==> src/rtl/twc_div.sv <==
module twc_div #(
    parameter int NUM_W = 30,
    parameter int DEN_W = 14,
    parameter int SB_W  = 1
) (
    input  logic             clk,
    input  logic             rst_n,
    input  logic             en,
    input  logic             in_valid,
    input  logic [NUM_W-1:0] num,
    input  logic [DEN_W-1:0] den,
    input  logic [SB_W-1:0]  sb_in,
    output logic             out_valid,
    output logic [NUM_W-1:0] quo,
    output logic [SB_W-1:0]  sb_out
);

    // One restoring step per stage: the numerator shifts out at the top of
    // the shift register while quotient bits shift in at the bottom.
    logic             v_reg   [NUM_W];
    logic [DEN_W-1:0] rem_reg [NUM_W];
    logic [DEN_W-1:0] den_reg [NUM_W];
    logic [NUM_W-1:0] nq_reg  [NUM_W];
    logic [SB_W-1:0]  sb_reg  [NUM_W];

    genvar k;
    for (k = 0; k < NUM_W; k++)
    begin : g_stage
        logic             v_prev;
        logic [DEN_W-1:0] rem_prev;
        logic [DEN_W-1:0] den_prev;
        logic [NUM_W-1:0] nq_prev;
        logic [SB_W-1:0]  sb_prev;
        logic [DEN_W:0]   trial;
        logic [DEN_W:0]   diff;
        logic             ge;
        logic [DEN_W-1:0] rem_next;
        logic [NUM_W-1:0] nq_next;

        if (k == 0)
        begin : g_first
            assign v_prev   = in_valid;
            assign rem_prev = '0;
            assign den_prev = den;
            assign nq_prev  = num;
            assign sb_prev  = sb_in;
        end
        else
        begin : g_rest
            assign v_prev   = v_reg[k-1];
            assign rem_prev = rem_reg[k-1];
            assign den_prev = den_reg[k-1];
            assign nq_prev  = nq_reg[k-1];
            assign sb_prev  = sb_reg[k-1];
        end

        assign trial    = {rem_prev, nq_prev[NUM_W-1]};
        assign diff     = trial - {1'b0, den_prev};
        assign ge       = (trial >= {1'b0, den_prev});
        assign rem_next = ge ? diff[DEN_W-1:0] : trial[DEN_W-1:0];
        assign nq_next  = {nq_prev[NUM_W-2:0], ge};

        always_ff @(posedge clk or negedge rst_n)
        begin
            if (!rst_n)
            begin
                v_reg[k] <= 1'b0;
            end
            else if (en)
            begin
                v_reg[k] <= v_prev;
            end
        end

        always_ff @(posedge clk)
        begin
            if (en)
            begin
                rem_reg[k] <= rem_next;
                den_reg[k] <= den_prev;
                nq_reg[k]  <= nq_next;
                sb_reg[k]  <= sb_prev;
            end
        end
    end

    assign out_valid = v_reg[NUM_W-1];
    assign quo       = nq_reg[NUM_W-1];
    assign sb_out    = sb_reg[NUM_W-1];

endmodule

==> config.mk <==
export PLATFORM = sky130hd
export DESIGN_NAME = twc_div
export DESIGN_NICKNAME = d
export VERILOG_FILES = /design/src/rtl/twc_div.sv
export SDC_FILE = /design/constraint.sdc
export NUM_CORES = 2
export LEC_CHECK = 0
export BUFFER_PORTS_ARGS = -buffer_cell sky130_fd_sc_hd__buf_2
export CAP_MARGIN = 20
export CORE_UTILIZATION = 55
export DETAILED_ROUTE_END_ITERATION = 16
export PLACE_DENSITY_LB_ADDON = 0.1
export SYNTH_ARGS = -nofsm -noshare
export SYNTH_HDL_FRONTEND = slang
export SYNTH_SLANG_ARGS = --single-unit
==> constraint.sdc <==
create_clock -name clk -period 2.85 [get_ports clk]
set_clock_uncertainty 0.15 [all_clocks]
set_input_delay 0.4275 -clock clk [delete_from_list [all_inputs] [get_ports clk]]
set_output_delay 0.4275 -clock clk [all_outputs]
set_load 0.03 [all_outputs]
# Word-level counts from Yosys, hierarchy flattened
# Memory sizes are Yosys's and may differ from the RTL's.
# Index checks and enable logic that the tools add are counted.
# word_totals
reg_bits	30
ram_bits	1770
inputBits	49
out_inout_bits	32
elab_cells	126
memories	4
# mem_list
name	words	word_bits	rd	rd_ports_with_merged_regs	write_ports	line_no	rtl
nq_reg	30	30	30	0	30	23	logic [NUM_W-1:0] nq_reg [NUM_W];
den_reg	30	14	29	0	30	22	logic [DEN_W-1:0] den_reg [NUM_W];
rem_reg	30	14	29	0	30	21	logic [DEN_W-1:0] rem_reg [NUM_W];
sb_reg	30	1	30	0	30	24	logic [SB_W-1:0] sb_reg [NUM_W];
# op_classes
addsub	30
n_lt_le_gt_ge	30
n_mux	32
# ops
op	count
$ge A15 B14 Y1	29
$mux W14	30
$sub A14 B14 Y14	29
$ge A1 B14 Y1	1
$sub A1 B14 Y14	1
$mux W1	2

# Depth between registers and ports, before layout
# An unclocked memory read counts as a cell.
# depth
depth_word	3
ltp_mapped	12

# Worst setup path after synthesis
# Ideal clock, no wire load.
# synth_timing
path_type	flip-flop to flip-flop
from	memory nq_reg[7][29] (netlist: nq_reg[0][239])
to	memory rem_reg[8][12] (netlist: rem_reg[2][12]), data pin
setup_ns	0.260
arrival_ns	2.509
required_time_ns	2.440
path_slack_ns	-0.069
path_stages_with_launch	12
period_less_slack_ns	2.919
path_cell_list	edfxtp_1 inv_1 ha_1 inv_1 fa_1 a21o_1 a21o_1 a211o_1 a221o_1 a21oi_1 xnor2_1 mux2_2
# synth_rtl
item	line_no
start, declared	23
end, declared	21

==> metrics.md <==
| Metric | Value |
|---|---|
| CP Capture Type | flip-flop |
| Area grow syn2layout | 20.7% |
| Core Footprint | 0.141 mm² |
| Sw frac | 30.3% |
| Chip height | about 380 µm |
| Part of the Yosys area used for sequential elements | between 60% and 70% |
| Power Internal | 69,000 µW |
| Slowest stage cell, crit path | edfxtp_1 |
| Violated checks | negative setup slack |
| Layout Cells excl Fill | 8,159 |
| Gpl congestion | between 0.8 and 0.9 |
| Initial Util | 55.4% |
| Worst-path maximum fanout | 6 |
| Power Density | 1050 mW/mm² |
| Fin worst setup slack | -0.129 ns |
| Number of flops mapped to enable cells by yosys | 1,742 |
| Worst EP required | between 3 and 4 ns |
| Vias | 43,900 |
| Kind of critical path | flip-flop to flip-flop |
| Total routed wirelength | 143 mm |
| Max-Cap Viols | 0 |
| Placed insts | 7,654 |
| Die area | 0.144 mm² |
| Synthesized instance count | 5,252 |
| Commonest cells after routing, fill and taps aside | edfxtp_1, buf_4, inv_1 |
| CP max stage delay | 0.46 ns |
| R2R Setup Slk | -0.13 ns |
| Global Route Usage Sum | 19.6% |
| # DRC | 0 |
| Vias in the first global route | 43,500 |
| Synthesized cell area | 0.0783 mm² |
| Flop pwr share | a little under two fifths |
| YS warnings | 0 |
| Fin nets | 6,631 |
| First-pass GRT wire length | 224 mm |
| Root Buffer | clkbuf_16 |
| Dpl ws | -0.218 ns |
| CP Cell Sequence | ha_4, a21o_1, a21oi_2, nor2b_1, o41a_1, a221oi_4, o2bb2ai_4, clkbuf_16, mux2_4 |
| Hold Path Class | primary input to flip-flop |
| Post-synthesis average cell area | 14.9 µm² |
| Status | finished, violations left |
| Fin crit share | 105% |
| RSZ-0062 raised after global routing | yes |
| Sink Count | roughly 1,800 |
| Fin. max-slew vios | 0 |
| Clock latency on the worst-skew pair | 0.80 ns |
| Rows | 138 |
| IO Count | 81 |
| #FFs+latches synth | 1,772 |
| Routed Antenna Nets | 0 |
| CTS Buf Count | 182 |
| Die Span X | 379 µm |
| Vias per std cell | 5.38 |
| Worst Tran Pin Value | 0.846 ns |
| Prevailing post-synth register cell | edfxtp_1 |
| Max Clock Freq | 336 MHz |
| Slew headroom | between 40% and 50% |
| Total gr overflow | 0 |
| Pin count of the biggest net entering global routing | between 90 and 100 |
| Leakage dissipation | 0.0374 µW |
| Commonest non-fill, non-tap cell in the layout | edfxtp_1 |
| # setup viols final | 67 |
| Fin crit period | just under 3 ns |
| Share of layout cells above drive strength 1 | 24.8% |
| VDD IR max | 0.000712 V |
| Antenna diode count | 0 |
| Drt wl/cell | 17.5 µm |
| Reg clk slew, reported paths | 0.06 ns |
| CTS tree | done |
| Clock Path Buffers | 3 |
| First drt pass iteration count | 5 |
| DRT iter0 DRCs | 2,461 |
| Switching power total | roughly 30,000 µW |
| H-tree levels | 4 |
| Detailed placement HPWL | 96.1 mm |
| Initial antenna violation count | 1 |
| Synth cell types | 98 |
| Asr flop ratio synth | 1.69% |
| Comb power frac | 37.6% |
| Input/output buffers | 80 |
| Max FFs per register | 900 |
| WP data arrival | 3.37 ns |
| Syn_nets | 5,765 |
| Clock power share | 24.3% |
| Startpoint Class | flip-flop |
| Final number of hold-violating endpoints | 0 |
synthesized netlist by cell type (22+ instances only):
master	number	area (µm²)
a21o_1	126	946
fa_1	28	561
a31oi_1	35	219
xnor2_1	154	1350
dfrtp_1	30	751
o31a_1	37	324
xor2_1	94	823
nor2_1	273	1020
nor3_1	42	210
mux2i_1	40	400
a21oi_1	256	1280
a21boi_0	22	165
a211oi_1	48	360
mux2_2	314	3540
nand2_1	153	574
inv_1	539	2020
o21ai_0	189	946
nand2b_1	43	269
o21a_1	55	413
edfxtp_1	1742	52300
ha_1	436	5460
o21bai_1	30	225
nor2b_1	52	325
nand3_1	58	290
nand4_1	39	244
and3_1	28	175
final timing paths:
check / startpoint / cells past startpoint / end
max: rem_reg[2][47] / 9 / rem_reg[3][2]
min: num[28] / 2 / nq_reg[0][29]
max reg2reg: rem_reg[2][47] / 9 / rem_reg[3][2]
min reg2reg: nq_reg[1][176] / 0 / nq_reg[1][207]
max in group asynchronous: rst_n / 4 / g_stage[24].v_prev
min in group asynchronous: rst_n / 3 / g_stage[9].v_prev
metrics by stage:
step | utilization [%] | cell area, µm² | total power (µW) | setup TNS, ns | hold slack, ns
2_1_floorplan | - | 78400 | 60200 | -0.0187 | -0.0181
3_3_place_gp | 60.1 | 85000 | 69800 | -10.03 | 0.250
3_5_place_dp | 60.1 | 85000 | 70300 | -15.79 | 0.255
4_1_cts | 65.5 | 92600 | 96700 | -2.32 | 0.0995
5_1_grt | 66.9 | 94500 | 105000 | -14.96 | 0.134
6_report | 66.9 | 94500 | 99100 | -3.79 | 0.182
metal layers:
metal	global-route usage (%)	vias up	part of all wire, %
met2	32.5	761	48
met5	0	-	0.0084
met3	3.15	250	3.6
met1	26.6	21400	46
met4	5.80	2	2.2
li1	-	21500	-
cell families (layout without fill, tap and decap cells):
group | count (synthesis) | in the layout | share of synthesized area [%]
multiplexers | 356 | 356 | 5.05
AND/OR/NAND/NOR | 819 | 819 | 5.24
XOR/XNOR | 248 | 248 | 2.77
flip-flops | 1772 | 1772 | 67.7
adder cells (fa/ha/maj) | 464 | 464 | 7.68
buffers and inverters | 594 | 1606 | 2.98
AO/OA/AOI/OAI | 999 | 1004 | 8.53
area by class of cell:
cell class / instances / area (µm²)
flip-flops and latches: 1772 / 53100
well taps: 1890 / 2360
fillers: 9885 / 46900
repair buffers: 732 / 6220
inverters: 539 / 2020
clock inverters: 120 / 1440
clock buffers: 215 / 4700
multi-input cells: 2891 / 24700
power by group through the flow:
stage / combinational (µW) / clock (µW) / sequential [µW]
3_5_place_dp: 32100 / 0 / 38200
5_1_grt: 40800 / 25700 / 38200
2_1_floorplan: 23100 / 0 / 37000
4_1_cts: 34200 / 24800 / 37700
6_report: 37300 / 24100 / 37800
3_3_place_gp: 31600 / 0 / 38200
critical path, delay by kind of cell (launching register included):
kind            cells  cell delay (ns)
fa+ha+maj           1             0.28
flops               1             0.46
mux                 1             0.30
buf+inv             1             0.20
compound gates      5             1.26
simple gates        1             0.07
timing repair:
item                       4_1_cts  5_1_grt
resized for setup              129      314
gates cloned                     6        8
setup buffers                   41       71
hold endpoints to repair       121        0
pin swaps                       37      118
setup endpoints to repair      208      323
hold buffers                    50        0
No activity file was read; power rests on OpenSTA's default activity.
