[src/rtl/twc_pkg.sv]
package twc_pkg;

    localparam int SAMPLE_BITS_DEF = 16;

    // Calibration point widths.
    localparam int W_W = 14;
    localparam int C_W = 16;

    // Point one weight times the ADC span.
    localparam int PROD1_W = W_W + C_W;

    localparam int WEIGHT_W = 32;

    localparam int CFG_IDX_W = 2;

    typedef enum logic [CFG_IDX_W-1:0] {
        CFG_P1_WEIGHT = 2'd0,
        CFG_P1_COUNT  = 2'd1,
        CFG_P2_WEIGHT = 2'd2,
        CFG_P2_COUNT  = 2'd3
    } cfg_reg_t;

endpackage

[src/rtl/twc_net.sv]
module twc_net import twc_pkg::*; #(
    parameter int SAMPLE_BITS = SAMPLE_BITS_DEF,
    parameter int NET_W       = PROD1_W + 1
) (
    input  logic                   clk,
    input  logic                   rst_n,
    input  logic                   en,
    input  logic                   in_valid,
    input  logic [PROD1_W-1:0]     offset,
    input  logic [SAMPLE_BITS-1:0] sample,
    input  logic [C_W-1:0]         cnt1,
    input  logic [C_W-1:0]         adc_span,
    input  logic [W_W-1:0]         wspan,
    input  logic                   err,
    output logic                   out_valid,
    output logic [NET_W+W_W-1:0]   prod,
    output logic [C_W-1:0]         out_adc_span,
    output logic                   out_below,
    output logic                   out_err
);

    logic                   va_reg;
    logic [PROD1_W-1:0]     zmag_a_reg;
    logic                   zneg_a_reg;
    logic [SAMPLE_BITS-1:0] sample_a_reg;
    logic [C_W-1:0]         adc_a_reg;
    logic [W_W-1:0]         wspan_a_reg;
    logic                   err_a_reg;

    logic                   vb_reg;
    logic [NET_W-1:0]       net_b_reg;
    logic                   below_b_reg;
    logic [C_W-1:0]         adc_b_reg;
    logic [W_W-1:0]         wspan_b_reg;
    logic                   err_b_reg;

    logic                   vc_reg;
    logic [NET_W+W_W-1:0]   prod_c_reg;
    logic [C_W-1:0]         adc_c_reg;
    logic                   below_c_reg;
    logic                   err_c_reg;

    logic [PROD1_W-1:0]     cnt1_ext;
    logic                   zneg_next;
    logic [PROD1_W-1:0]     zmag_next;
    logic [NET_W-1:0]       sample_ext;
    logic [NET_W-1:0]       zmag_ext;
    logic [NET_W-1:0]       net_next;
    logic                   below_next;
    logic [NET_W+W_W-1:0]   prod_next;

    // The zero point is held as magnitude plus sign.
    assign cnt1_ext  = PROD1_W'(cnt1);
    assign zneg_next = (cnt1_ext < offset);
    assign zmag_next = zneg_next ? (offset - cnt1_ext) : (cnt1_ext - offset);

    assign sample_ext = NET_W'(sample_a_reg);
    assign zmag_ext   = NET_W'(zmag_a_reg);

    always_comb
    begin
        below_next = 1'b0;
        if (zneg_a_reg)
        begin
            net_next = sample_ext + zmag_ext;
        end
        else if (sample_ext >= zmag_ext)
        begin
            net_next = sample_ext - zmag_ext;
        end
        else
        begin
            net_next   = zmag_ext - sample_ext;
            below_next = 1'b1;
        end
    end

    assign prod_next = {{W_W{1'b0}}, net_b_reg} * {{NET_W{1'b0}}, wspan_b_reg};

    always_ff @(posedge clk or negedge rst_n)
    begin
        if (!rst_n)
        begin
            va_reg <= 1'b0;
            vb_reg <= 1'b0;
            vc_reg <= 1'b0;
        end
        else if (en)
        begin
            va_reg <= in_valid;
            vb_reg <= va_reg;
            vc_reg <= vb_reg;
        end
    end

    always_ff @(posedge clk)
    begin
        if (en)
        begin
            zmag_a_reg   <= zmag_next;
            zneg_a_reg   <= zneg_next;
            sample_a_reg <= sample;
            adc_a_reg    <= adc_span;
            wspan_a_reg  <= wspan;
            err_a_reg    <= err;
            net_b_reg    <= net_next;
            below_b_reg  <= below_next;
            adc_b_reg    <= adc_a_reg;
            wspan_b_reg  <= wspan_a_reg;
            err_b_reg    <= err_a_reg;
            prod_c_reg   <= prod_next;
            adc_c_reg    <= adc_b_reg;
            below_c_reg  <= below_b_reg;
            err_c_reg    <= err_b_reg;
        end
    end

    assign out_valid    = vc_reg;
    assign prod         = prod_c_reg;
    assign out_adc_span = adc_c_reg;
    assign out_below    = below_c_reg;
    assign out_err      = err_c_reg;

endmodule

[config.mk]
export PLATFORM = sky130hd
export DESIGN_NAME = twc_net
export DESIGN_NICKNAME = d
export VERILOG_FILES = /design/src/rtl/twc_pkg.sv /design/src/rtl/twc_net.sv
export SDC_FILE = /design/constraint.sdc
export NUM_CORES = 1
export LEC_CHECK = 0
export ABC_AREA = 1
export BUFFER_PORTS_ARGS = -buffer_cell sky130_fd_sc_hd__buf_2
export CORE_MARGIN = 10
export CORE_UTILIZATION = 35
export CTS_CLUSTER_SIZE = 20
export DETAILED_ROUTE_END_ITERATION = 10
export PLACE_DENSITY = 0.49
export SYNTH_ARGS = -nofsm -noshare
export SYNTH_HDL_FRONTEND = slang
export SYNTH_SLANG_ARGS = --single-unit
export TNS_END_PERCENT = 100
[constraint.sdc]
create_clock -name clk -period 6 [get_ports clk]
set_input_delay 0.6 -clock clk [delete_from_list [all_inputs] [get_ports clk]]
set_output_delay 0.6 -clock clk [all_outputs]
set_load 0.01 [all_outputs]
# Yosys cells after proc, flatten, opt, wreduce, memory -nomap -nowiden

Index checks and enable logic that the tools add are counted.

$add $sub $neg: 5
Multiply operators: 1
Order comparisons: 2
Mux-type cells: 4

Operators by type and width:

| operator                                     | number |
|---|---|
| two-way mux 31 bit                           | 2 |
| multiplier 31 x 14 -> 45 bit                 | 1 |
| adder 16 x 30 -> 31 bit                      | 1 |
| subtractor 16 x 30 -> 31 bit                 | 1 |
| subtractor 30 x 16 -> 31 bit                 | 1 |
| greater-or-equal comparator 16 x 30 -> 1 bit | 1 |
| < comparator 16 x 30 -> 1 bit                | 1 |
| two-way mux 30 bit                           | 1 |
| subtractor 16 x 30 -> 30 bit                 | 1 |
| subtractor 30 x 16 -> 30 bit                 | 1 |
| two-way mux 1 bit                            | 1 |

Register bits after elaboration: 207
Input bits: 97
Output and inout bits: 64
Logic and storage cells: 30

# Longest topological paths before layout

Depth after elaboration: 3
Gate-level depth with buffers: 28
Gate-level depth less buffers: 27

# Worst setup path after synthesis

Ideal clock, no wire load.

Path type: reg2reg
Start: register wspan_b_reg[2]
End: register prod_c_reg[34], in the netlist prod[34], data pin
Setup time: 0.252 ns
Data arrival time: 5.274 ns
Data required time: 5.748 ns
Path slack: 0.473 ns
Cell stages (with the launch flop): 26
Path buffers: 1
Period minus slack after synthesis: 5.527 ns
Path through: edfxtp_1 -> clkbuf_1 -> nand2_1 -> inv_1 -> fa_1 -> inv_1 -> fa_1 -> inv_1 -> fa_1 -> inv_1 -> fa_1 -> inv_1 -> fa_1 -> inv_1 -> fa_1 -> inv_1 -> ha_1 -> nand2_1 -> o21ai_0 -> nand2_1 -> nand2_1 -> nor2_1 -> o21ai_0 -> nand3_1 -> nand3_1 -> nand2_1

Word-level cells in the longest chain between the ends: 1

RTL lines:

| element                      | RTL line       | text |
|---|---|---|
| start, declared              | twc_net.sv:34  | `logic [W_W-1:0] wspan_b_reg;` |
| start signal, assigned       | twc_net.sv:109 | `wspan_b_reg <= wspan_a_reg;` |
| multiplier 31 x 14 -> 45 bit | twc_net.sv:78  | `assign prod_next = {{W_W{1'b0}}, net_b_reg} * {{NET_W{1'b0}}, wspan_b_reg};` |
| net prod_next[34]            | twc_net.sv:50  | `logic [NET_W+W_W-1:0] prod_next;` |
| end signal, assigned         | twc_net.sv:111 | `prod_c_reg <= prod_next;` |
| end, declared                | twc_net.sv:38  | `logic [NET_W+W_W-1:0] prod_c_reg;` |

The timed path passes the listed nets, and every way through them passes these cells.
A chain may end at the register's enable or synchronous reset.

# Worst setup path in the final report

Start: register wspan_b_reg[3]
End: register prod_c_reg[39], in the netlist prod[39], data pin

The elaborated chain is that of the path after synthesis.

==> metrics.md <==
| Metric | Value |
|---|---|
| Status | complete, no violations |
| Crit path max fanout | 4 |
| Setup slack after layout | 0.1716 ns |
| Dpl ws | around 0.052 ns |
| Clock transition at path regs | 0.06 ns |
| Fraction of synthesis flops using an asynchronous set or reset pin | 1.449% |
| Die W | 306.3 µm |
| CTS max path bufs | 3 |
| Placeable core area | 80940 µm² |
| Post-synth EDFFs | 204 |
| Unique masters post-synth | 52 |
| CTS tree | built |
| Largest family of logic cells by synthesized area | adder cells |
| Largest cells by area after synthesis | fa_1, edfxtp_1, nand2_1 |
| Detailed Route WL | 91.29 mm |
| Avg Cell Area, Syn | 7.520 µm² |
| CTS root buf | clkbuf_16 |
| CP cell instances | buf_4 > nand2_1 > inv_1 > fa_1 > inv_1 > fa_1 > inv_1 > fa_1 > inv_1 > fa_1 > inv_1 > fa_1 > inv_1 > fa_1 > inv_1 > ha_1 > nand2_1 > nor2_1 > nand4_1 > o211ai_1 > buf_4 > nand2_1 > nand3_1 > nand2_1 |
| Fillers | slightly below 9000 |
| DRT antenna net count | 0 |
| Met3 WL | roughly 3.6 mm |
| DR WL/cell | ~18 µm |
| Synth top cells by count | nand2_1, inv_1, fa_1, nor2_1, edfxtp_1 |
| Vias | 24240 |
| Main synth FF type | edfxtp_1 |
| Adder-Cell Fraction of Synth Area | 32.66% |
| Routability cong. | 0.9373 |
| Ys Warns | 0 |
| Synth Area in XOR/XNOR | 2.655% |
| First DRT Iteration DRCs | 1323 |
| Number of global-route vias before repair | approximately 25000 |
| Final nets | 4661 |
| Synthesized cell area | 28700 µm² |
| Row count | around 100 |
| First-pass GRT wire length | 145.3 mm |
| Final setup fails | 0 |
| Grt total ovfl | 0 |
| Antenna violations before repair | 3 |
| WP data arrival | 6.19 ns |
| Slew Limit Fails | 0 |
| Gr usage total | between 10% and 20% |
| # IOs | 161 |
| Kind of critical path | flip-flop to flip-flop |
| DRT Pass-1 Iters | 5 |
| Max reg flops | 45 |
| Worst-skew pair later-pin latency | 0.60 ns |
| Top layer in use | met5 |
| Fraction of layout cells with a size suffix above 1 | 10.62% |
| # diodes | 0 |
| Clk_skew | 0.02314 ns |
| Synth area leader | fa_1 |
| Slowest-stage cell, CP | fa_1 |
| Period minus WS final | 5.828 ns |
| Multi-input logic area | about 19000 µm² |
| Compound-cell area share of the yosys netlist | 5.528% |
| Flops & latches, synth | about 210 |
| Req. time, crit path | 6.36 ns |
| Critical Path End Type | flip-flop |
| Post-synth top area share | between 20% and 30% |
| Max Cap Violations | 0 |
| Post-synthesis mux area share | 0.03924% |
| Fmax | approximately 170 MHz |
| Sequential-to-total area share from yosys stat | 21.61% |
| Sink Count | between 200 and 250 |
| Register area | 6201 µm² |
| PortBufs | 160 |
| Detailed Place HPWL | 76.08 mm |
| Starting Density | 35.46% |
| WL met2 | 44.21 mm |
| Largest net degree at the start of global routing | 59 |
| Synth Area in Simple Gates | a little under a quarter |
| Mapped Nets | between 4000 and 5000 |
| Final period util | between 90% and 100% |
| Core Util, Final | 40.26% |
| Worst slew margin | 48.53% |
| Htree depth | 1 |
| Met1 Routed Length | 41.57 mm |
| Die height | 306.3 µm |
| # DRC | 0 |
| Critical Path Max Stage Delay | 0.53 ns |
| Worst reg-to-reg setup slack | 0.17 ns |
| Most frequent cell after synthesis | nand2_1 |
| Mapped Cells | 3816 |
| CTS buffer count | 29 |
| RSZ-0062 raised after global routing | true |
| Most used cell, CP | inv_1 |
| Worst Setup Start Kind | flip-flop |
| Via density | 4.746 |
| Hold violation total from the final report | 0 |
| Delay-heaviest family, CP | adder cells |
| Die Footprint | 93850 µm² |
| Buf+Inv Stages, Crit Path | 9 |
| Hold Path Class | input port to flip-flop |
| Syn-to-layout area delta | 13.56% |
| Slew @ Worst Pin | 0.7720 ns |
-- routing by layer --
layer  up-vias  GRT usage (%)
li1      11900              -
met4         4          4.036
met5         -              0
met3       102          2.068
met1     11770          25.59
met2       472          34.60
-- layout make-up --
type	instances	share of cell area, %
Timing Repair Buffer	289	6.043
Clock buffer	33	2.334
Clock inverter	21	0.6757
Tap cell	1060	4.070
Inverter	909	10.49
Multi-Input combinational cell	2589	57.36
Sequential cell	207	19.03
-- worst reg2reg max path, stage by stage, from the launching register on --
cell	delay, ns
edfxtp_1	0.49
buf_4	0.19
nand2_1	0.05
inv_1	0.05
fa_1	0.50
inv_1	0.05
fa_1	0.50
inv_1	0.07
fa_1	0.51
inv_1	0.06
fa_1	0.53
inv_1	0.05
fa_1	0.48
inv_1	0.05
fa_1	0.47
inv_1	0.04
ha_1	0.36
nand2_1	0.14
nor2_1	0.33
nand4_1	0.13
o211ai_1	0.14
buf_4	0.18
nand2_1	0.08
nand3_1	0.08
nand2_1	0.07
-- placed cells by master, fill, tap and decap left out, types with 6 or more instances in the layout --
master	n
nand2_2	14
buf_12	15
ha_1	188
nor3_1	40
buf_2	159
nand4_1	38
inv_1	893
nor2_4	9
o21ai_1	24
clkbuf_16	29
a21oi_1	136
xor2_1	73
nor2_2	25
edfxtp_1	204
o21ai_0	81
nand3_1	158
clkinv_2	7
a21o_1	7
nand2_1	1163
xnor2_1	14
fa_1	349
o21bai_1	15
a21oi_2	6
inv_2	12
nor2_1	187
buf_4	113
o21a_1	6
-- timing repair --
| action | in CTS | in global routing |
|---|---|---|
| setup endpoints to repair | 0 | 25 |
| setup buffers | 0 | 20 |
| hold buffers | 1 | 0 |
| endpoints found under the hold margin | 3 | 0 |
| gates resized for setup | 0 | 47 |
-- worst paths after layout --
path,startpoint,endpoint,cells past startpoint
hold / removal,adc_span[4],adc_a_reg[4]$_DFFE_PP_,1
setup / recovery,wspan_b_reg[3]$_DFFE_PP_,prod[39]$_DFFE_PP_,24
max in group asynchronous,rst_n,va_reg$_DFFE_PN0P_,2
setup reg to reg,wspan_b_reg[3]$_DFFE_PP_,prod[39]$_DFFE_PP_,24
min in group asynchronous,rst_n,out_valid$_DFFE_PN0P_,2
hold reg to reg,wspan_a_reg[10]$_DFFE_PP_,wspan_b_reg[10]$_DFFE_PP_,0
-- through the flow --
stage	hold slack [ns]	TNS [ns]	std cells	instance area [µm²]
after floorplan	0.3044	0	3816	28700
after global placement	0.3977	0	5033	31290
after detailed placement	0.3992	0	5033	31290
after CTS	0.1233	0	5088	32280
after global routing	0.1201	-0.1366	5108	32590
final	0.1703	0	5108	32590
-- cell families (layout without fill, tap and decap cells) --
family,count (synthesis),count (layout)
buffers and inverters,1020,1252
muxes,1,1
xor gates and xnor gates,87,87
AOI/OAI and AO/OA,294,294
adders and majority gates,539,539
DFF,207,207
and+or+nand+nor,1668,1668
Power is not shown: default switching activity piles up to over one toggle a cycle in this logic, so the estimate is an artifact.
