### src/rtl/twc_pkg.sv
package twc_pkg;

    localparam int SAMPLE_BITS_DEF = 16;

    // Calibration point widths.
    localparam int W_W = 14;
    localparam int C_W = 16;

    // Point one weight times the ADC span.
    localparam int PROD1_W = W_W + C_W;

    localparam int WEIGHT_W = 32;

    localparam int CFG_IDX_W = 2;

    typedef enum logic [CFG_IDX_W-1:0] {
        CFG_P1_WEIGHT = 2'd0,
        CFG_P1_COUNT  = 2'd1,
        CFG_P2_WEIGHT = 2'd2,
        CFG_P2_COUNT  = 2'd3
    } cfg_reg_t;

endpackage

### src/rtl/twc_prep.sv
module twc_prep import twc_pkg::*; #(
    parameter int SAMPLE_BITS = SAMPLE_BITS_DEF
) (
    input  logic                   clk,
    input  logic                   rst_n,
    input  logic                   en,
    input  logic                   in_valid,
    input  logic [SAMPLE_BITS-1:0] sample,
    input  logic [W_W-1:0]         w1,
    input  logic [C_W-1:0]         cnt1,
    input  logic [W_W-1:0]         w2,
    input  logic [C_W-1:0]         cnt2,
    output logic                   out_valid,
    output logic [PROD1_W-1:0]     prod,
    output logic [SAMPLE_BITS-1:0] out_sample,
    output logic [C_W-1:0]         out_cnt1,
    output logic [C_W-1:0]         out_adc_span,
    output logic [W_W-1:0]         out_wspan,
    output logic                   out_err
);

    logic                   va_reg;
    logic [SAMPLE_BITS-1:0] sample_a_reg;
    logic [W_W-1:0]         w1_a_reg;
    logic [C_W-1:0]         cnt1_a_reg;
    logic [C_W-1:0]         adc_a_reg;
    logic [W_W-1:0]         wspan_a_reg;
    logic                   err_a_reg;

    logic                   vb_reg;
    logic [PROD1_W-1:0]     prod_b_reg;
    logic [SAMPLE_BITS-1:0] sample_b_reg;
    logic [C_W-1:0]         cnt1_b_reg;
    logic [C_W-1:0]         adc_b_reg;
    logic [W_W-1:0]         wspan_b_reg;
    logic                   err_b_reg;

    logic                   cnt_gt;
    logic                   cnt_ge;
    logic [W_W:0]           diff_next;
    logic [C_W-1:0]         adc_next;
    logic                   err_next;
    logic [PROD1_W-1:0]     prod_next;

    // The weight span follows the order of the count difference.
    assign cnt_gt    = (cnt1 > cnt2);
    assign cnt_ge    = (cnt1 >= cnt2);
    assign diff_next = cnt_ge ? ({1'b0, w1} - {1'b0, w2}) : ({1'b0, w2} - {1'b0, w1});
    assign adc_next  = cnt_gt ? (cnt1 - cnt2) : (cnt_ge ? C_W'(1) : (cnt2 - cnt1));
    assign err_next  = diff_next[W_W] || (diff_next == '0);
    assign prod_next = {{C_W{1'b0}}, w1_a_reg} * {{W_W{1'b0}}, adc_a_reg};

    always_ff @(posedge clk or negedge rst_n)
    begin
        if (!rst_n)
        begin
            va_reg <= 1'b0;
            vb_reg <= 1'b0;
        end
        else if (en)
        begin
            va_reg <= in_valid;
            vb_reg <= va_reg;
        end
    end

    always_ff @(posedge clk)
    begin
        if (en)
        begin
            sample_a_reg <= sample;
            w1_a_reg     <= w1;
            cnt1_a_reg   <= cnt1;
            adc_a_reg    <= adc_next;
            wspan_a_reg  <= diff_next[W_W-1:0];
            err_a_reg    <= err_next;
            prod_b_reg   <= prod_next;
            sample_b_reg <= sample_a_reg;
            cnt1_b_reg   <= cnt1_a_reg;
            adc_b_reg    <= adc_a_reg;
            wspan_b_reg  <= wspan_a_reg;
            err_b_reg    <= err_a_reg;
        end
    end

    assign out_valid    = vb_reg;
    assign prod         = prod_b_reg;
    assign out_sample   = sample_b_reg;
    assign out_cnt1     = cnt1_b_reg;
    assign out_adc_span = adc_b_reg;
    assign out_wspan    = wspan_b_reg;
    assign out_err      = err_b_reg;

endmodule

### config.mk
export PLATFORM = sky130hd
export DESIGN_NAME = twc_prep
export DESIGN_NICKNAME = d
export VERILOG_FILES = /design/src/rtl/twc_pkg.sv /design/src/rtl/twc_prep.sv
export SDC_FILE = /design/constraint.sdc
export NUM_CORES = 1
export LEC_CHECK = 0
export ABC_AREA = 1
export BUFFER_PORTS_ARGS = -buffer_cell sky130_fd_sc_hd__buf_2
export CORE_MARGIN = 1
export CORE_UTILIZATION = 25
export CTS_CLUSTER_SIZE = 24
export DETAILED_ROUTE_END_ITERATION = 16
export PLACE_DENSITY = 0.44
export SLEW_MARGIN = 0
export SYNTH_ARGS = -nofsm -noshare
export SYNTH_HDL_FRONTEND = slang
export SYNTH_SLANG_ARGS = --single-unit
### constraint.sdc
create_clock -name clk -period 7.12 [get_ports clk]
set_input_delay 0 -clock clk [delete_from_list [all_inputs] [get_ports clk]]
set_output_delay 0 -clock clk [all_outputs]
set_load 0.03 [all_outputs]
**Yosys cells after proc, flatten, opt, wreduce, memory -nomap -nowiden**

Cells that the tools add are included.
W data, S select, Z words.

- Bits in registers: 172
- Latch bits: 0
- Memory bits (writable): 0
- ROM bits: 0
- Bits of input ports: 80
- Output and inout port bits: 94
- Logic and storage cells: 26
- Memories kept: 0

- Add/subtract/negate cells: 4
- $mul: 1
- Divide/modulo/power cells: 0
- Order comparisons: 2
- Equal/unequal tests: 0
- Shift-type cells: 0
- Multiplexer cells: 3
- Bitwise operators: 0
- Reduce and logical (&&, ||, !) cells: 2

Operators with widths:

| cell | number |
|---|---|
| $mux W16 | 2 |
| $sub A16 B16 Y16 | 2 |
| $mul A14 B16 Y30 | 1 |
| $sub A14 B14 Y15 | 2 |
| $ge A16 B16 Y1 | 1 |
| $gt A16 B16 Y1 | 1 |
| $logic_not A15 Y1 | 1 |
| $mux W15 | 1 |
| $logic_or A1 B1 Y1 | 1 |

**Longest topological paths before layout**

Gate-level depths: netlist of the first run.

- Word-level depth: 4
- Mapped depth: 26
- Depth with buffers taken out: 24

**Worst setup path before layout of the first run**

OpenSTA, ideal clock, no wires.

- Path kind: flip-flop to flip-flop
- From: reg w1_a_reg[5]
- To: reg prod_b_reg[22], in the netlist prod[22] (data pin)
- Setup time: 0.259 ns
- Arrival: 5.302 ns
- Required time: 6.861 ns
- Path slack: 1.560 ns
- Cell stages (with the launch flop): 24
- Path buffers: 2
- Clock period less this slack: 5.560 ns
- Cells stage by stage: edfxtp_1 -> clkbuf_1 -> clkbuf_1 -> nand2_1 -> fa_1 -> inv_1 -> fa_1 -> inv_1 -> fa_1 -> inv_1 -> fa_1 -> fa_1 -> inv_1 -> fa_1 -> inv_1 -> ha_1 -> nand2_1 -> inv_1 -> a21oi_1 -> a21boi_0 -> o21ai_0 -> nand2_1 -> nand2_1 -> xor2_1

- Word-level cells in the longest chain between the ends: 1

RTL lines:

| item | line | RTL |
|---|---|---|
| start, declared | twc_prep.sv:24 | `logic [W_W-1:0] w1_a_reg;` |
| start signal, assigned | twc_prep.sv:72 | `w1_a_reg <= w1;` |
| $mul A14 B16 Y30 | twc_prep.sv:51 | `assign prod_next = {{C_W{1'b0}}, w1_a_reg} * {{W_W{1'b0}}, adc_a_reg};` |
| via prod_next[22] | twc_prep.sv:43 | `logic [PROD1_W-1:0] prod_next;` |
| end signal, assigned | twc_prep.sv:77 | `prod_b_reg <= prod_next;` |
| end, declared | twc_prep.sv:31 | `logic [PROD1_W-1:0] prod_b_reg;` |

The timed path passes the listed nets, and every way through them passes these cells.
A chain may end at the register's enable or synchronous reset.

**Final worst setup path of the first run**

- From: reg adc_a_reg[9]
- To: reg prod_b_reg[21], in the netlist prod[21] (data pin)

- Word-level cells in the longest chain between the ends: 1

RTL lines:

| item | line | RTL |
|---|---|---|
| start, declared | twc_prep.sv:26 | `logic [C_W-1:0] adc_a_reg;` |
| start signal, assigned | twc_prep.sv:74 | `adc_a_reg <= adc_next;` |
| $mul A14 B16 Y30 | twc_prep.sv:51 |  |
| via prod_next[21] | twc_prep.sv:43 |  |

The timed path passes the listed nets, and every way through them passes these cells.

==> results of run 1 <==
## worst max path at each step
stage	slack, ns	start	cells past startpoint	end
after global routing	0.80	adc_a_reg[9]	20	prod[21]
final	1.15	adc_a_reg[9]	20	prod[21]
after floorplan	1.56	w1_a_reg[5]	23	prod[22]
after CTS	1.13	adc_a_reg[7]	24	prod[22]
after detailed placement	1.14	adc_a_reg[7]	24	prod[22]
after global placement	1.16	adc_a_reg[7]	24	prod[22]
## cells by family after synthesis
family	Yosys count	synth area share
AND/OR/NAND/NOR	673	0.167
buffers and inverters	534	0.125
adder cells (fa/ha/maj)	322	0.315
flip-flops	172	0.307
AO/OA/AOI/OAI	163	0.0564
XOR/XNOR	57	0.0297
## cell usage after synthesis, types with 3 or more instances
| master | count |
|---|---|
| nand2_2 | 14 |
| inv_2 | 5 |
| clkbuf_1 | 45 |
| ha_1 | 153 |
| nor2_1 | 60 |
| inv_1 | 464 |
| a21oi_1 | 73 |
| nand3_1 | 51 |
| o21ai_2 | 3 |
| fa_1 | 169 |
| o211ai_1 | 5 |
| nor4_1 | 4 |
| edfxtp_1 | 170 |
| a21boi_0 | 4 |
| buf_2 | 4 |
| a21o_1 | 6 |
| o21ai_0 | 45 |
| xnor2_1 | 12 |
| o21bai_1 | 3 |
| and2_1 | 3 |
| nand4_1 | 15 |
| nand2_1 | 498 |
| nor2_4 | 4 |
| xor2_1 | 45 |
| buf_6 | 7 |
| nor3_1 | 9 |
| nand2_4 | 5 |
| nor2_2 | 4 |
| a31oi_1 | 3 |
| o22ai_1 | 3 |
| o21a_1 | 3 |
## metal layers
metal / part of all wire / global-route usage / vias to the layer above
met4: 0.016 / 0.0384 / 0
met2: 0.48 / 0.239 / 246
met5: 0 / 0 / -
met3: 0.042 / 0.0282 / 37
li1: - / - / 6236
met1: 0.46 / 0.177 / 6053
## critical path: stages (launching register included)
cell and delay (ns):
edfxtp_1 0.70, nand2_1 0.17, inv_1 0.07, fa_1 0.53, inv_1 0.05, fa_1 0.48, inv_1 0.05, fa_1 0.49
fa_1 0.50, fa_1 0.48, inv_1 0.05, fa_1 0.47, inv_1 0.04, ha_1 0.36, nand2_1 0.09, inv_1 0.11
nand3_1 0.11, o21ai_0 0.46, nand2_1 0.14, o21ai_0 0.24, xor2_1 0.12
## timing repair
action | CTS | global route
hold buffers | 52 | 0
gates resized for setup | 0 | 0
hold endpoints to repair | 52 | 0
## per-stage QoR
step | setup WS, ns | hold WS [ns] | util | instances
2_1_floorplan | 1.56 | -0.296 | - | 1921
3_3_place_gp | 1.16 | -0.216 | 0.280 | 2902
3_5_place_dp | 1.14 | -0.212 | 0.280 | 2902
4_1_cts | 1.13 | 0.0809 | 0.297 | 2986
5_1_grt | 0.797 | 0.144 | 0.297 | 2986
6_report | 1.15 | 0.137 | 0.297 | 2986
## cell type report
cell class | instances | share of cell area
multi-input combinational | 1215 | 0.487
sequential | 172 | 0.263
inverter | 473 | 0.0907
timing repair buffer | 230 | 0.0731
tap | 864 | 0.0551
clock buffer | 17 | 0.0217
clock inverter | 15 | 0.00893
==> reports/results.tsv, run 1 <==
metric	value	unit
Synth area leader	edfxtp_1	
ys async rst share	0.0116	
Area Overhead vs Synth	16.7	%
Final nets	2511	
most common cell after layout, fill and taps aside	nand2_1	
IO Count	174	
initial antenna violation count	0	
Mapped Cells	1921	
Initial Util	0.254	
CP max FO	15	
Via density	4.21	
global-route wire length before repair	72.8	mm
fmax	0.168	GHz
Routed Antenna Nets	0	
Worst slew margin	0.309	
CP Data Arrival Time	6.20	ns
R2R Path End	prod[21]	
setup_tns	0	ns
grt ovf	0	
Post-DP HPWL	36.1	mm
commonest non-fill, non-tap cells in the layout	498 x nand2_1, 464 x inv_1, 172 x buf_2, 170 x edfxtp_1, 169 x fa_1	
Worst-path clk slew	0.08	ns
RePlAce Congestion	0.823	
Yosys cell types	54	
area occupied by registers	5150	sq um
flop-to-flop setup slack	1.15	ns
ANT cells	0	
number of global-route vias before repair	13467	
largest cells by area after synthesis	edfxtp_1 30%, fa_1 20%, ha_1 11%	
HP Start	w2[1]	
First-pass DRT Iterations	13	
Worst Hold Path EP	wspan_a_reg[1]	
Die ar.	68300	sq um
CTS buffer count	17	
fill count	7134	
placed inst area	18500	sq um
fin crit share	0.838	
Buffers on Ports	173	
crit end category	flip-flop	
Yosys Warn Count	0	
core area	66100	sq um
clk root buf	clkbuf_16	
WL final	45.4	mm
Tmin final	5.97	ns
max reg flops	30	
average wire per standard cell	15.2	um
worst path required time	7.36	ns
final hold vios	0	
worst hold path depth	5	
failing checks	DRC	
DRT iter0 DRCs	732	
clk_skew	0.0204	ns
H-tree Lvls	4	
Synth top area share	0.304	
outcome	finished with violations	
chip height	261	um
RSZ-0062 raised after global routing	false	
final instance area	19600	sq um
post-CTS setup buffer count	0	
clock latency on the worst-skew pair	0.49	ns
Num Clock Sinks	172	
measured slew at the worst slew-check pin	1.04	ns
r2r worst-path depth	20	
kind of critical path	flip-flop to flip-flop	
# rows	94	
CTS tree	yes	
pins over their slew limit	0	
via count	12572	
syn_nets	2323	
Hold Crit Class	input pin to flip-flop	
sequential element share of the synthesized area	0.307	
DRC	5	
Mapped Avg Cell Area	8.75	sq um
Max clock buf depth	2	
Final Setup Violations	0	
layout cell share with drive strength beyond 1	0.121	
post-synthesis cell area	16800	sq um
crit path launch type	flip-flop	
area of the multi-input gates	9560	sq um
max_cap viols	0	
register bit total from synthesis	172	
commonest register cell after synthesis	edfxtp_1	
largest net degree at the start of global routing	96	
die width	261	um
worst r2r src	adc_a_reg[9]	
Tot GR Track Use	0.139	
EDFF count, synth	170	
Power of run 1 is left out: the tool's default activity adds up to more than one toggle a clock period on the data nets, which glitch-free logic cannot reach.
==> run 2, diff against run 1 <==
==> constraint.sdc (replaced) <==
create_clock -name clk -period 5.9 [get_ports clk]
set_input_delay 0 -clock clk [delete_from_list [all_inputs] [get_ports clk]]
set_output_delay 0 -clock clk [all_outputs]
set_load 0.03 [all_outputs]
==> run 2 against run 1 <==
  * Critical endpoint is now prod[22]
  * Clock skew down 0.0034 ns
  * Hold slack worse by 0.066 ns
  * Critical path type unchanged
  * The flow still finishes with violations (DRC)
  * First-iteration DRC count down 4.8%
==> reports/results.tsv, run 2 (synthesis gave the netlist of run 1 again) <==
metric	value	unit	change
outcome	finished with violations		
failing checks	DRC		
largest net degree at the start of global routing	87		-9.4%
via count	12802		+1.8%
CTS buffer count	17		unchanged
Routed Antenna Nets	0		unchanged
Hold Crit Class	input pin to flip-flop		
global-route wire length before repair	72.7	mm	-0.19%
Num Clock Sinks	172		unchanged
IO Count	174		unchanged
dpl cells	2955		+1.8%
setup_tns	0	ns	unchanged
clk root buf	clkbuf_16		
kind of critical path	flip-flop to flip-flop		
layout cell share with drive strength beyond 1	0.145		+0.0241
# rows	94		unchanged
ANT cells	0		unchanged
max reg flops	30		unchanged
RePlAce Congestion	0.858		+4.3%
grt ovf	0		unchanged
max_cap viols	0		unchanged
CTS tree	yes		
crit path launch type	flip-flop		
DRT iter0 DRCs	697		-4.8%
CP max FO	5		-10
core area	66100	sq um	unchanged
clock latency on the worst-skew pair	0.49	ns	about the same
pins over their slew limit	0		unchanged
RSZ-0062 raised after global routing	true		
post-layout util	0.303		+0.00664
crit end category	flip-flop		
average wire per standard cell	14.9	um	-2.0%
Tmin final	5.63	ns	-0.334 ns
fin crit share	0.955		+0.117
Hold Worst Slack	0.0712	ns	-0.0661 ns
CP Data Arrival Time	5.87	ns	-0.33 ns
Worst-path clk slew	0.07	ns	about the same
DRC	8		+3
Worst slew margin	0.432		+0.123
Non-Filler Instances	3047		+2.0%
final hold vios	0		unchanged
H-tree Lvls	4		unchanged
Final Setup Violations	0		unchanged
most common cell after layout, fill and taps aside	nand2_1		
commonest non-fill, non-tap cells in the layout	497 x nand2_1, 464 x inv_1, 172 x buf_2, 170 x edfxtp_1, 169 x fa_1		
Die ar.	68300	sq um	unchanged
Via density	4.20		-0.21%
Buffers on Ports	173		unchanged
WL final	45.4	mm	about the same
number of global-route vias before repair	13670		+1.5%
measured slew at the worst slew-check pin	0.852	ns	-0.184 ns
fmax	0.178	GHz	+5.9%
die width	261	um	unchanged
Post-DP HPWL	37.6	mm	+4.0%
Initial Util	0.254		unchanged
clk_skew	0.0170	ns	-0.00335 ns
chip height	261	um	unchanged
First-pass DRT Iterations	11		-2
initial antenna violation count	0		unchanged
Area Overhead vs Synth	19.3	%	
worst path required time	6.13	ns	-1.23 ns
Max clock buf depth	2		unchanged
Tot GR Track Use	0.139		-0.000464
fill count	7077		-0.80%
Final nets	2572		+2.4%
==> run 2: cell count changes in the layout (fill, tap and decap cells not counted), sizes merged <==
cell,before,now
clkinv,7,9
clkinvlp,2,3
inv,478,473
clkbuf,18,20
dlygate4sd3,52,51
buf,177,239
==> run 2: cell type report <==
class                      count  area, sq um  area share
clock buffer                  19          433      0.0216
clock inverter                13          118     0.00587
inverter                     473         1780      0.0888
multi-input combinational   1215         9570       0.477
sequential                   172         5150       0.257
tap                          864         1080      0.0539
timing repair buffer         291         1910      0.0954
==> run 2: repair_timing <==
item / 4_1_cts / 5_1_grt
hold buffers: 51 / 0
hold endpoints to repair: 51 / 0
endpoints found under the setup margin: 0 / 8
gates resized for setup: 0 / 4
buffers inserted: 0 / 9
==> run 2: worst paths after layout <==
path                                      start       endpoint  slack (ns)  cells after the start
worst max-delay path                w1_a_reg[2]       prod[22]        0.27                     22
worst min-delay path                    cnt2[1]   adc_a_reg[1]        0.07                      4
worst max register to register      w1_a_reg[2]       prod[22]        0.27                     22
worst min register to register  sample_a_reg[7]  out_sample[7]        0.42                      0
max in group asynchronous                 rst_n         va_reg        5.41                      3
min in group asynchronous                 rst_n      out_valid        0.37                      3
==> run 2: metrics by stage <==
step           cell area, sq um  worst slack, ns
2_1_floorplan             16800            0.340
3_3_place_gp              18900            0.225
3_5_place_dp              18900            0.210
4_1_cts                   20000            0.179
5_1_grt                   20000         -0.00987
6_report                  20000            0.267
==> run 2: metal layers <==
| layer | vias up | track usage | share of wire |
|---|---|---|---|
| li1 | 6364 | - | - |
| met1 | 6161 | 0.180 | 0.48 |
| met2 | 221 | 0.231 | 0.47 |
| met3 | 56 | 0.0218 | 0.033 |
| met4 | 0 | 0.0523 | 0.024 |
| met5 | - | 0 | 0 |
==> run 2: critical path: stages (launching register included) <==
cell,delay [ns]
edfxtp_1,0.49
buf_4,0.19
nand2_1,0.05
inv_1,0.06
fa_1,0.53
inv_1,0.05
fa_1,0.48
inv_1,0.05
fa_1,0.48
fa_1,0.46
fa_1,0.51
inv_1,0.05
fa_1,0.47
inv_1,0.04
ha_1,0.34
a21oi_1,0.18
inv_1,0.08
a21oi_1,0.15
a21boi_1,0.22
o21ai_0,0.18
nand2_1,0.10
nand2_1,0.06
xor2_1,0.14
Power of run 2 is left out for the same reason.
